File: src/design/cdc_pkg.sv
package cdc_pkg;

	localparam int YEAR_W  = 14;
	localparam int MONTH_W = 4;
	localparam int DAY_W   = 5;
	localparam int CNT_W   = 16;
	localparam int DIFF_W  = 22;
	localparam int STAT_W  = 2;
	localparam int ACT_W   = 3;
	// day number width: (16383 + 400) * 365.25 stays below 2**23
	localparam int DN_W    = 23;
	localparam int YY_W    = 15;
	localparam int Q_W     = 8;

	localparam logic [ACT_W-1:0] ACT_LOAD    = 3'd0;
	localparam logic [ACT_W-1:0] ACT_NEXT    = 3'd1;
	localparam logic [ACT_W-1:0] ACT_PREV    = 3'd2;
	localparam logic [ACT_W-1:0] ACT_ADVANCE = 3'd3;
	localparam logic [ACT_W-1:0] ACT_COMPARE = 3'd4;

	localparam logic [STAT_W-1:0] STAT_OK      = 2'd0;
	localparam logic [STAT_W-1:0] STAT_INVALID = 2'd1;
	localparam logic [STAT_W-1:0] STAT_LIMIT   = 2'd2;

	typedef logic [2:0] alu_op_t;
	localparam alu_op_t OP_ADD    = 3'd0;
	localparam alu_op_t OP_SUB    = 3'd1;
	localparam alu_op_t OP_MUL365 = 3'd2;
	localparam alu_op_t OP_DIV100 = 3'd3;
	localparam alu_op_t OP_MUL100 = 3'd4;

	typedef struct packed {
		logic [ACT_W-1:0]   action;
		logic [YEAR_W-1:0]  year;
		logic [MONTH_W-1:0] month;
		logic [DAY_W-1:0]   day;
		logic [CNT_W-1:0]   count;
	} req_t;

	typedef struct packed {
		logic [YEAR_W-1:0]  year;
		logic [MONTH_W-1:0] month;
		logic [DAY_W-1:0]   day;
		logic [DIFF_W-1:0]  diff;
		logic               later;
		logic [STAT_W-1:0]  status;
	} rsp_t;

	function automatic logic [DAY_W-1:0] month_len(input logic [MONTH_W-1:0] m,
		input logic leap);
		logic [DAY_W-1:0] len;
		case (m)
			4'd2:                      len = leap ? 5'd29 : 5'd28;
			4'd4, 4'd6, 4'd9, 4'd11:   len = 5'd30;
			default:                   len = 5'd31;
		endcase
		return len;
	endfunction

	// days before month index mm, counting from March
	function automatic logic [8:0] cum_days(input logic [MONTH_W-1:0] mm);
		logic [8:0] n;
		case (mm)
			4'd0:    n = 9'd0;
			4'd1:    n = 9'd31;
			4'd2:    n = 9'd61;
			4'd3:    n = 9'd92;
			4'd4:    n = 9'd122;
			4'd5:    n = 9'd153;
			4'd6:    n = 9'd184;
			4'd7:    n = 9'd214;
			4'd8:    n = 9'd245;
			4'd9:    n = 9'd275;
			4'd10:   n = 9'd306;
			4'd11:   n = 9'd337;
			default: n = 9'd0;
		endcase
		return n;
	endfunction

endpackage

File: src/design/cdc_alu.sv
module cdc_alu (
	input  cdc_pkg::alu_op_t          op,
	input  logic [cdc_pkg::DN_W-1:0]  a,
	input  logic [cdc_pkg::DN_W-1:0]  b,
	output logic [cdc_pkg::DN_W-1:0]  res,
	output logic                      borrow
);
	import cdc_pkg::*;

	logic [27:0]   prod_div;
	logic [23:0]   prod_365;
	logic [15:0]   prod_100;
	logic [DN_W:0] diff_ext;

	// floor(x / 100) = (x * 5243) >> 19, exact for x below 43690
	assign prod_div = 28'(a[YY_W-1:0]) * 28'd5243;
	assign prod_365 = 24'(a[YY_W-1:0]) * 24'd365;
	assign prod_100 = 16'(a[Q_W-1:0]) * 16'd100;
	assign diff_ext = {1'b0, a} - {1'b0, b};

	always_comb begin
		borrow = 1'b0;
		unique case (op)
			OP_ADD:    res = a + b;
			OP_SUB: begin
				res    = diff_ext[DN_W-1:0];
				borrow = diff_ext[DN_W];
			end
			OP_MUL365: res = prod_365[DN_W-1:0];
			OP_DIV100: res = DN_W'(prod_div[27:19]);
			OP_MUL100: res = DN_W'(prod_100);
			default:   res = '0;
		endcase
	end

endmodule

File: src/design/cdc_core.sv
module cdc_core #(
	parameter int MAX_YEAR    = 9999,
	parameter int COUNT_WIDTH = 16
) (
	input  logic           clk,
	input  logic           arst_n,
	input  logic           req_valid,
	output logic           req_ready,
	input  cdc_pkg::req_t  req,
	output logic           rsp_valid,
	input  logic           rsp_ready,
	output cdc_pkg::rsp_t  rsp
);
	import cdc_pkg::*;

	localparam int DL_W = (COUNT_WIDTH < CNT_W) ? COUNT_WIDTH : CNT_W;
	localparam logic [YEAR_W-1:0] MaxYear = YEAR_W'(MAX_YEAR);

	localparam logic [4:0] S_IDLE  = 5'd0;
	localparam logic [4:0] S_DISP  = 5'd1;
	localparam logic [4:0] S_LEAP0 = 5'd2;
	localparam logic [4:0] S_LEAP1 = 5'd3;
	localparam logic [4:0] S_CHECK = 5'd4;
	localparam logic [4:0] S_STEP  = 5'd5;
	localparam logic [4:0] S_ADV   = 5'd6;
	localparam logic [4:0] S_PREV0 = 5'd7;
	localparam logic [4:0] S_PREV1 = 5'd8;
	localparam logic [4:0] S_N0    = 5'd9;
	localparam logic [4:0] S_N1    = 5'd10;
	localparam logic [4:0] S_N2    = 5'd11;
	localparam logic [4:0] S_N3    = 5'd12;
	localparam logic [4:0] S_N4    = 5'd13;
	localparam logic [4:0] S_N5    = 5'd14;
	localparam logic [4:0] S_N6    = 5'd15;
	localparam logic [4:0] S_DIFF0 = 5'd16;
	localparam logic [4:0] S_DIFF1 = 5'd17;
	localparam logic [4:0] S_DONE  = 5'd18;

	logic [4:0]         state_q, ret_q;
	logic [ACT_W-1:0]   act_q;
	logic [YEAR_W-1:0]  iy_q, cur_y_q, lyear_q;
	logic [MONTH_W-1:0] im_q, cur_m_q;
	logic [DAY_W-1:0]   id_q, cur_d_q;
	logic [DL_W-1:0]    cnt_q, days_left_q;
	logic [Q_W-1:0]     q_q;
	logic [YY_W-1:0]    yy_q;
	logic [DN_W-1:0]    acc_q, dn_a_q;
	logic               sel_q, leap_q, later_q;
	logic [STAT_W-1:0]  status_q;
	logic [DIFF_W-1:0]  diff_q;

	alu_op_t            alu_op;
	logic [DN_W-1:0]    alu_a, alu_b, alu_res;
	logic               alu_borrow;

	logic [YEAR_W-1:0]  dy;
	logic [MONTH_W-1:0] dm, mm;
	logic [DAY_W-1:0]   dd;
	logic               at_top, at_bottom, in_ok, c100;
	logic [DIFF_W-1:0]  diff_sat;

	cdc_alu u_alu (
		.op     (alu_op),
		.a      (alu_a),
		.b      (alu_b),
		.res    (alu_res),
		.borrow (alu_borrow)
	);

	assign dy = sel_q ? iy_q : cur_y_q;
	assign dm = sel_q ? im_q : cur_m_q;
	assign dd = sel_q ? id_q : cur_d_q;
	assign mm = (dm <= 4'd2) ? dm + 4'd9 : dm - 4'd3;

	assign at_top    = (cur_y_q == MaxYear) && (cur_m_q == 4'd12) && (cur_d_q == 5'd31);
	assign at_bottom = (cur_y_q == '0) && (cur_m_q == 4'd1) && (cur_d_q == 5'd1);
	assign in_ok     = (iy_q <= MaxYear) && (im_q >= 4'd1) && (im_q <= 4'd12)
	                && (id_q >= 5'd1) && (id_q <= month_len(im_q, leap_q));
	assign c100      = (alu_res == DN_W'(lyear_q));
	assign diff_sat  = alu_res[DN_W-1] ? '1 : alu_res[DIFF_W-1:0];

	always_comb begin
		alu_op = OP_ADD;
		alu_a  = '0;
		alu_b  = '0;
		unique case (state_q)
			S_LEAP0: begin
				alu_op = OP_DIV100;
				alu_a  = DN_W'(lyear_q);
			end
			S_LEAP1: begin
				alu_op = OP_MUL100;
				alu_a  = DN_W'(q_q);
			end
			S_N0: begin
				alu_a = DN_W'(dy);
				alu_b = (dm <= 4'd2) ? DN_W'(399) : DN_W'(400);
			end
			S_N1: begin
				alu_op = OP_MUL365;
				alu_a  = DN_W'(yy_q);
			end
			S_N2: begin
				alu_a = acc_q;
				alu_b = DN_W'(yy_q[YY_W-1:2]);
			end
			S_N3: begin
				alu_op = OP_DIV100;
				alu_a  = DN_W'(yy_q);
			end
			S_N4: begin
				alu_op = OP_SUB;
				alu_a  = acc_q;
				alu_b  = DN_W'(q_q);
			end
			S_N5: begin
				alu_a = acc_q;
				alu_b = DN_W'(q_q[Q_W-1:2]);
			end
			S_N6: begin
				alu_a = acc_q;
				alu_b = DN_W'(cum_days(mm)) + DN_W'(dd) - DN_W'(1);
			end
			S_DIFF0: begin
				alu_op = OP_SUB;
				alu_a  = dn_a_q;
				alu_b  = acc_q;
			end
			S_DIFF1: begin
				alu_op = OP_SUB;
				alu_a  = acc_q;
				alu_b  = dn_a_q;
			end
			default: begin
				alu_op = OP_ADD;
			end
		endcase
	end

	always_ff @(posedge clk or negedge arst_n) begin
		if (!arst_n) begin
			state_q     <= S_IDLE;
			ret_q       <= S_IDLE;
			cur_y_q     <= YEAR_W'(2000);
			cur_m_q     <= 4'd1;
			cur_d_q     <= 5'd1;
			days_left_q <= '0;
		end else begin
			unique case (state_q)
				S_IDLE: begin
					if (req_valid) begin
						state_q <= S_DISP;
					end
				end
				S_DISP: begin
					unique case (act_q)
						ACT_LOAD, ACT_COMPARE: begin
							ret_q   <= S_CHECK;
							state_q <= S_LEAP0;
						end
						ACT_NEXT: begin
							days_left_q <= DL_W'(1);
							state_q     <= S_STEP;
						end
						ACT_ADVANCE: begin
							days_left_q <= cnt_q;
							state_q     <= S_STEP;
						end
						ACT_PREV: state_q <= S_PREV0;
						default:  state_q <= S_DONE;
					endcase
				end
				S_LEAP0: state_q <= S_LEAP1;
				S_LEAP1: state_q <= ret_q;
				S_CHECK: begin
					if (act_q == ACT_COMPARE && in_ok) begin
						state_q <= S_N0;
					end else begin
						if (act_q == ACT_LOAD && in_ok) begin
							cur_y_q <= iy_q;
							cur_m_q <= im_q;
							cur_d_q <= id_q;
						end
						state_q <= S_DONE;
					end
				end
				S_STEP: begin
					priority if (cur_y_q > MaxYear || (days_left_q != '0 && at_top)) begin
						cur_y_q     <= MaxYear;
						cur_m_q     <= 4'd12;
						cur_d_q     <= 5'd31;
						days_left_q <= '0;
						state_q     <= S_DONE;
					end else if (days_left_q == '0) begin
						state_q <= S_DONE;
					end else if (cur_m_q == 4'd2) begin
						ret_q   <= S_ADV;
						state_q <= S_LEAP0;
					end else begin
						state_q <= S_ADV;
					end
				end
				S_ADV: begin
					priority if (cur_d_q < month_len(cur_m_q, leap_q)) begin
						cur_d_q <= cur_d_q + 5'd1;
					end else if (cur_m_q < 4'd12) begin
						cur_m_q <= cur_m_q + 4'd1;
						cur_d_q <= 5'd1;
					end else begin
						cur_y_q <= cur_y_q + 14'd1;
						cur_m_q <= 4'd1;
						cur_d_q <= 5'd1;
					end
					days_left_q <= days_left_q - DL_W'(1);
					state_q     <= S_STEP;
				end
				S_PREV0: begin
					priority if (at_bottom) begin
						state_q <= S_DONE;
					end else if (cur_d_q > 5'd1) begin
						cur_d_q <= cur_d_q - 5'd1;
						state_q <= S_DONE;
					end else if (cur_m_q == 4'd3) begin
						ret_q   <= S_PREV1;
						state_q <= S_LEAP0;
					end else begin
						state_q <= S_PREV1;
					end
				end
				S_PREV1: begin
					if (cur_m_q > 4'd1) begin
						cur_m_q <= cur_m_q - 4'd1;
						cur_d_q <= month_len(cur_m_q - 4'd1, leap_q);
					end else begin
						cur_y_q <= cur_y_q - 14'd1;
						cur_m_q <= 4'd12;
						cur_d_q <= 5'd31;
					end
					state_q <= S_DONE;
				end
				S_N0: state_q <= S_N1;
				S_N1: state_q <= S_N2;
				S_N2: state_q <= S_N3;
				S_N3: state_q <= S_N4;
				S_N4: state_q <= S_N5;
				S_N5: state_q <= S_N6;
				S_N6: state_q <= sel_q ? S_DIFF0 : S_N0;
				S_DIFF0: state_q <= alu_borrow ? S_DIFF1 : S_DONE;
				S_DIFF1: state_q <= S_DONE;
				S_DONE: begin
					if (rsp_ready) begin
						state_q <= S_IDLE;
					end
				end
				default: state_q <= S_IDLE;
			endcase
		end
	end

	// datapath registers, no reset needed
	always_ff @(posedge clk) begin
		unique case (state_q)
			S_IDLE: begin
				act_q <= req.action;
				iy_q  <= req.year;
				im_q  <= req.month;
				id_q  <= req.day;
				cnt_q <= req.count[DL_W-1:0];
			end
			S_DISP: begin
				status_q <= STAT_OK;
				diff_q   <= '0;
				later_q  <= 1'b0;
				lyear_q  <= iy_q;
			end
			S_LEAP0: q_q <= alu_res[Q_W-1:0];
			S_LEAP1: begin
				leap_q <= (lyear_q[1:0] == 2'b00) && (!c100 || q_q[1:0] == 2'b00);
			end
			S_CHECK: begin
				sel_q <= 1'b0;
				if (!in_ok) begin
					status_q <= STAT_INVALID;
				end
			end
			S_STEP: begin
				lyear_q <= cur_y_q;
				if (cur_y_q > MaxYear || (days_left_q != '0 && at_top)) begin
					status_q <= STAT_LIMIT;
				end
			end
			S_PREV0: begin
				lyear_q <= cur_y_q;
				if (at_bottom) begin
					status_q <= STAT_LIMIT;
				end
			end
			S_N0: yy_q <= alu_res[YY_W-1:0];
			S_N1, S_N2, S_N4, S_N5: acc_q <= alu_res;
			S_N3: q_q <= alu_res[Q_W-1:0];
			S_N6: begin
				if (sel_q) begin
					acc_q <= alu_res;
				end else begin
					dn_a_q <= alu_res;
					sel_q  <= 1'b1;
				end
			end
			S_DIFF0: begin
				if (!alu_borrow) begin
					diff_q  <= diff_sat;
					later_q <= (alu_res != '0);
				end
			end
			S_DIFF1: diff_q <= diff_sat;
			default: begin
				act_q <= act_q;
			end
		endcase
	end

	assign req_ready = (state_q == S_IDLE);
	assign rsp_valid = (state_q == S_DONE);

	always_comb begin
		rsp.year   = cur_y_q;
		rsp.month  = cur_m_q;
		rsp.day    = cur_d_q;
		rsp.diff   = diff_q;
		rsp.later  = later_q;
		rsp.status = status_q;
	end

endmodule

File: src/design/calendar_date_counter.sv
// Channel   Signals                                          Transfer when
// input     in_valid, in_ready, action, in_year, in_month,   in_valid && in_ready
//           in_day, day_count
// output    out_valid, out_ready, out_year, out_month,       out_valid && out_ready
//           out_day, days_between, is_later, status
//
// Path from input transfer to the result in the output register: load and
//   compare check the date after a leap-year pass; an unused code goes
//   straight to done; previous day moves back a day, crosses a month
//   boundary (with a leap-year pass into February) or holds at the lowest
//   date; next day and advance by n stop at the top date. Day stepping walks
//   one day per pass of the step loop, with a leap-year pass for February
//   days; compare runs two closed-form day numbers through the shared ALU.
// Reset sets the stored date to 2000-01-01 and empties the output register.
// The next item is taken while the output register holds a result; the core
// waits in its done state only when its next result is ready before that drains.
module calendar_date_counter #(
	parameter int MAX_YEAR    = 9999,
	parameter int COUNT_WIDTH = 16
) (
	input  logic        clk,
	input  logic        arst_n,
	input  logic        in_valid,
	output logic        in_ready,
	input  logic [2:0]  action,
	input  logic [13:0] in_year,
	input  logic [3:0]  in_month,
	input  logic [4:0]  in_day,
	input  logic [15:0] day_count,
	output logic        out_valid,
	input  logic        out_ready,
	output logic [13:0] out_year,
	output logic [3:0]  out_month,
	output logic [4:0]  out_day,
	output logic [21:0] days_between,
	output logic        is_later,
	output logic [1:0]  status
);
	import cdc_pkg::*;

	req_t req;
	rsp_t rsp;
	logic rsp_valid, rsp_ready;
	logic out_valid_q;
	rsp_t out_q;

	// pack the input fields for the sequencer
	always_comb begin
		req.action = action;
		req.year   = in_year;
		req.month  = in_month;
		req.day    = in_day;
		req.count  = day_count;
	end

	cdc_core #(
		.MAX_YEAR    (MAX_YEAR),
		.COUNT_WIDTH (COUNT_WIDTH)
	) u_core (
		.clk       (clk),
		.arst_n    (arst_n),
		.req_valid (in_valid),
		.req_ready (in_ready),
		.req       (req),
		.rsp_valid (rsp_valid),
		.rsp_ready (rsp_ready),
		.rsp       (rsp)
	);

	// output register: take a finished result when empty or being drained
	assign rsp_ready = !out_valid_q || out_ready;

	always_ff @(posedge clk or negedge arst_n) begin
		if (!arst_n) begin
			out_valid_q <= 1'b0;
		end else if (rsp_ready) begin
			out_valid_q <= rsp_valid;
		end
	end

	// hold the payload while the downstream side stalls
	always_ff @(posedge clk) begin
		if (rsp_ready && rsp_valid) begin
			out_q <= rsp;
		end
	end

	assign out_valid    = out_valid_q;
	assign out_year     = out_q.year;
	assign out_month    = out_q.month;
	assign out_day      = out_q.day;
	assign days_between = out_q.diff;
	assign is_later     = out_q.later;
	assign status       = out_q.status;

endmodule

File: config.mk
export PLATFORM = sky130hd
export DESIGN_NAME = calendar_date_counter
export DESIGN_NICKNAME = d
export VERILOG_FILES = /design/src/design/cdc_pkg.sv /design/src/design/cdc_alu.sv /design/src/design/cdc_core.sv /design/src/design/calendar_date_counter.sv
export SDC_FILE = /design/constraint.sdc
export NUM_CORES = 1
export LEC_CHECK = 0
export BUFFER_PORTS_ARGS = -buffer_cell sky130_fd_sc_hd__clkbuf_2
export CAP_MARGIN = 20
export CORE_ASPECT_RATIO = 1.5
export CORE_MARGIN = 8
export CORE_UTILIZATION = 30
export DETAILED_ROUTE_END_ITERATION = 6
export PLACE_DENSITY_LB_ADDON = 0.12
export SLEW_MARGIN = 25
export SYNTH_ARGS = -nofsm -noshare
export SYNTH_HDL_FRONTEND = slang
export SYNTH_SLANG_ARGS = --single-unit
File: constraint.sdc
create_clock -name clk -period 15.7 [get_ports clk]
set_input_delay 3.14 -clock clk [delete_from_list [all_inputs] [get_ports clk]]
set_output_delay 3.14 -clock clk [all_outputs]
set_load 0.01 [all_outputs]
==> flow_metrics.env <==
export IMPL_setup_viol=0
export IMPL_status="finished, final reports clean"
export IMPL_fin_worst_skew_ns=0.01291
export IMPL_synth_cells=2325
export IMPL_ctsResizeCount=0
export IMPL_grt_pass1_wl_mm=119.8
export IMPL_multi_input_area_um2=13840
export IMPL_worstSetupPathType="reg2reg"
export IMPL_first_iter_violations=1178
export IMPL_slowest_stage="edfxtp_1"
export IMPL_antenna_found_initial=0
export IMPL_grt_pass1_vias=19180
export IMPL_dpl_hpwl_mm=65.74
export IMPL_arrival_ns=10.79
export IMPL_synth_edf_count=200
export IMPL_yosysTopAreaCell="edfxtp_1"
export IMPL_timing_final_crit_share=0.6711
export IMPL_fp_dieW_um=239.4
export IMPL_synthesis_nets=2730
export IMPL_yosysSeqAreaShare=0.3214
export IMPL_post_drt_wl_per_cell_um=23.58
export IMPL_netlist_top_cells_area="edfxtp_1, ha_1, fa_1"
export IMPL_port_buffers=95
export IMPL_postCtsSetupRepairBufs=0
export IMPL_final_core_util=0.3340
export IMPL_maxCapViolCount=0
export IMPL_numCtsBuffers=21
export IMPL_ios=96
export IMPL_clock_sinks=248
export IMPL_cts_max_level=1
export IMPL_firstDrtPassIters=5
export IMPL_finalMaxSlewViolations=0
export IMPL_syn_area_per_cell_um2=9.657
export IMPL_die_h_um=351.1
export IMPL_ys_seq_elements=248
export IMPL_nets=2798
export IMPL_fillCellCount=7741
export IMPL_cp_end_kind="register"
export IMPL_fp_row_count=123
export IMPL_rsz0062_at_grt="false"
export IMPL_post_synth_num_cell_types=89
export IMPL_core_area_um2=74490
export IMPL_clk_pin_slew_worst_paths_ns=0.07
export IMPL_yosysWarnings=0
export IMPL_grt_max_degree=57
export IMPL_drive_gt1_frac=0.1047
export IMPL_cp_start_kind="register"
export IMPL_cts_hold_buf=0
export IMPL_ys_async_sr_fraction=0.1935
export IMPL_antennaDiodeCount=0
export IMPL_grt_ovfl_total=0
export IMPL_routed_via_density=5.377
export IMPL_grt_use_total=0.1871
export IMPL_crit_required_ns=15.95
export IMPL_fmaxAchievable_ghz=0.09491
export IMPL_finalSetupTns_ns=0
export IMPL_syn_area_um2=22450
export IMPL_via_count=18320
export IMPL_cts_root_buf="clkbuf_16"
export IMPL_area_growth_pct=10.79
export IMPL_initial_core_util=0.3014
export IMPL_slew_headroom=0.3198
export IMPL_synth_top_area_share=0.2675
export IMPL_wl_mm=80.35
export IMPL_synthFlopType="edfxtp_1"
export IMPL_regArea_um2=7218
export IMPL_worstSkewPairLatency_ns=0.54
export IMPL_hold_class="reg2reg"
export IMPL_path_common_cell="o21ai_0"
export IMPL_post_route_drc_count=0
export IMPL_final_hold_violation_count=0
export IMPL_worstMarginPinSlew_ns=1.013
export IMPL_cts_tree="built"
export IMPL_max_stage_delay_ns=0.77
export IMPL_gp_congestion=0.9188
export IMPL_clockBufferDepth=3
export IMPL_die_area_um2=84030
export IMPL_post_route_min_period_ns=10.54
export IMPL_ant_nets=0
export IMPL_crit_fanout=18
## state kept, by name, summed over array words and instances (netlist names), 8 cells and up
name                cells
u_core.acc_q           23
u_core.diff_q          22
u_core.lyear_q         14
u_core.cur_y_q         14
u_core.yy_q            15
out_year               14
u_core.q_q              8
u_core.cnt_q           16
days_between           22
u_core.iy_q            14
u_core.dn_a_q          23
u_core.days_left_q     16
## cell usage after synthesis, types with 36 or more instances
cell type / n
inv_1: 292
ha_1: 237
edfxtp_1: 200
nand2_1: 147
o21ai_0: 143
a21oi_1: 141
nor2_1: 132
fa_1: 122
clkbuf_1: 67
nor3_1: 58
xnor2_1: 46
dfrtp_1: 40
nand3_1: 36
## routing by layer
| layer | GRT usage | routed length (um) | share of wire | vias up |
|---|---|---|---|---|
| met5 | 0 | 0 | 0 | - |
| met3 | 0.01450 | 2725 | 0.034 | 133 |
| met4 | 0.08734 | 3947 | 0.049 | 0 |
| met1 | 0.2007 | 30010 | 0.37 | 9068 |
| met2 | 0.3648 | 43670 | 0.54 | 503 |
| li1 | - | - | - | 8620 |
## worst max-delay path: cells and delay by family, from the launching register on
kind | cells | cell delay (ns)
simple gates | 7 | 2.06
xor+xnor | 1 | 0.76
buf+inv | 4 | 0.70
fa+ha+maj | 3 | 1.34
flops | 1 | 0.77
compound gates | 16 | 4.09
mux | 1 | 0.50
## final timing paths
kind / start / endpoint / slack [ns] / cells after the start
setup reg to reg: u_core.sel_q / u_core.leap_q / 5.16 / 32
hold reg to reg: u_core.diff_q[6] / days_between[6] / 0.43 / 0
hold / removal: u_core.diff_q[6] / days_between[6] / 0.43 / 0
min in group asynchronous: arst_n / u_core.cur_y_q[12] / 2.72 / 2
max in group asynchronous: arst_n / u_core.state_q[1] / 12.44 / 2
setup / recovery: u_core.sel_q / u_core.leap_q / 5.16 / 32
## logic make-up (layout without fill, tap and decap cells)
| family | Yosys count | after routing | synth area share |
|---|---|---|---|
| AOI/OAI and AO/OA | 656 | 656 | 0.2001 |
| xor gates and xnor gates | 67 | 67 | 0.02614 |
| adders and majority gates | 359 | 359 | 0.2408 |
| buffers and inverters | 386 | 469 | 0.06559 |
| DFF | 248 | 248 | 0.3214 |
| muxes | 43 | 43 | 0.02023 |
| and+or+nand+nor | 566 | 566 | 0.1257 |
## stage by stage
step | std cells | setup WS, ns | hold WS [ns] | area, um2
CTS | 3406 | 4.907 | 0.4308 | 24860
global route | 3408 | 4.070 | 0.4397 | 24880
finish | 3408 | 5.164 | 0.4268 | 24880
global placement | 3367 | 5.227 | 0.4039 | 24160
detailed placement | 3368 | 4.933 | 0.4081 | 24170
floorplan | 2325 | 7.415 | 0.4003 | 22450
## cell type report
type | count | area share
clock inverters | 12 | 0.005734
inverters | 295 | 0.04451
flip-flops and latches | 248 | 0.2902
repair buffers | 136 | 0.03118
multi-input cells | 1691 | 0.5562
well taps | 1000 | 0.05030
clock buffers | 26 | 0.02188
## placed cells by master, fill, tap and decap left out, drive strengths merged, types with 11 or more instances in the layout
master | synthesis | routed
a21oi | 141 | 141
a211oi | 21 | 21
mux2 | 19 | 19
or2 | 17 | 17
buf | 24 | 40
xor2 | 21 | 21
and2 | 15 | 15
o21bai | 19 | 19
ha | 237 | 237
nor2b | 25 | 25
clkbuf | 67 | 122
nor4 | 19 | 19
o211ai | 15 | 15
o22ai | 13 | 13
o221ai | 11 | 11
fa | 122 | 122
a21o | 31 | 31
dfrtp | 40 | 40
edfxtp | 200 | 200
nand2b | 24 | 24
o21ai | 146 | 146
nor2 | 132 | 132
nand2 | 147 | 147
mux2i | 24 | 24
and3 | 20 | 20
a221o | 30 | 30
a221oi | 28 | 28
a31oi | 22 | 22
xnor2 | 46 | 46
inv | 293 | 294
o2111ai | 11 | 11
nor3 | 58 | 58
o31ai | 12 | 12
a22o | 13 | 13
nand3 | 36 | 36
or3 | 19 | 19
a22oi | 32 | 32
nand4 | 12 | 12
o21a | 14 | 14
Power is not shown: default switching activity piles up to over one toggle a cycle in this logic, so the estimate is an artifact.
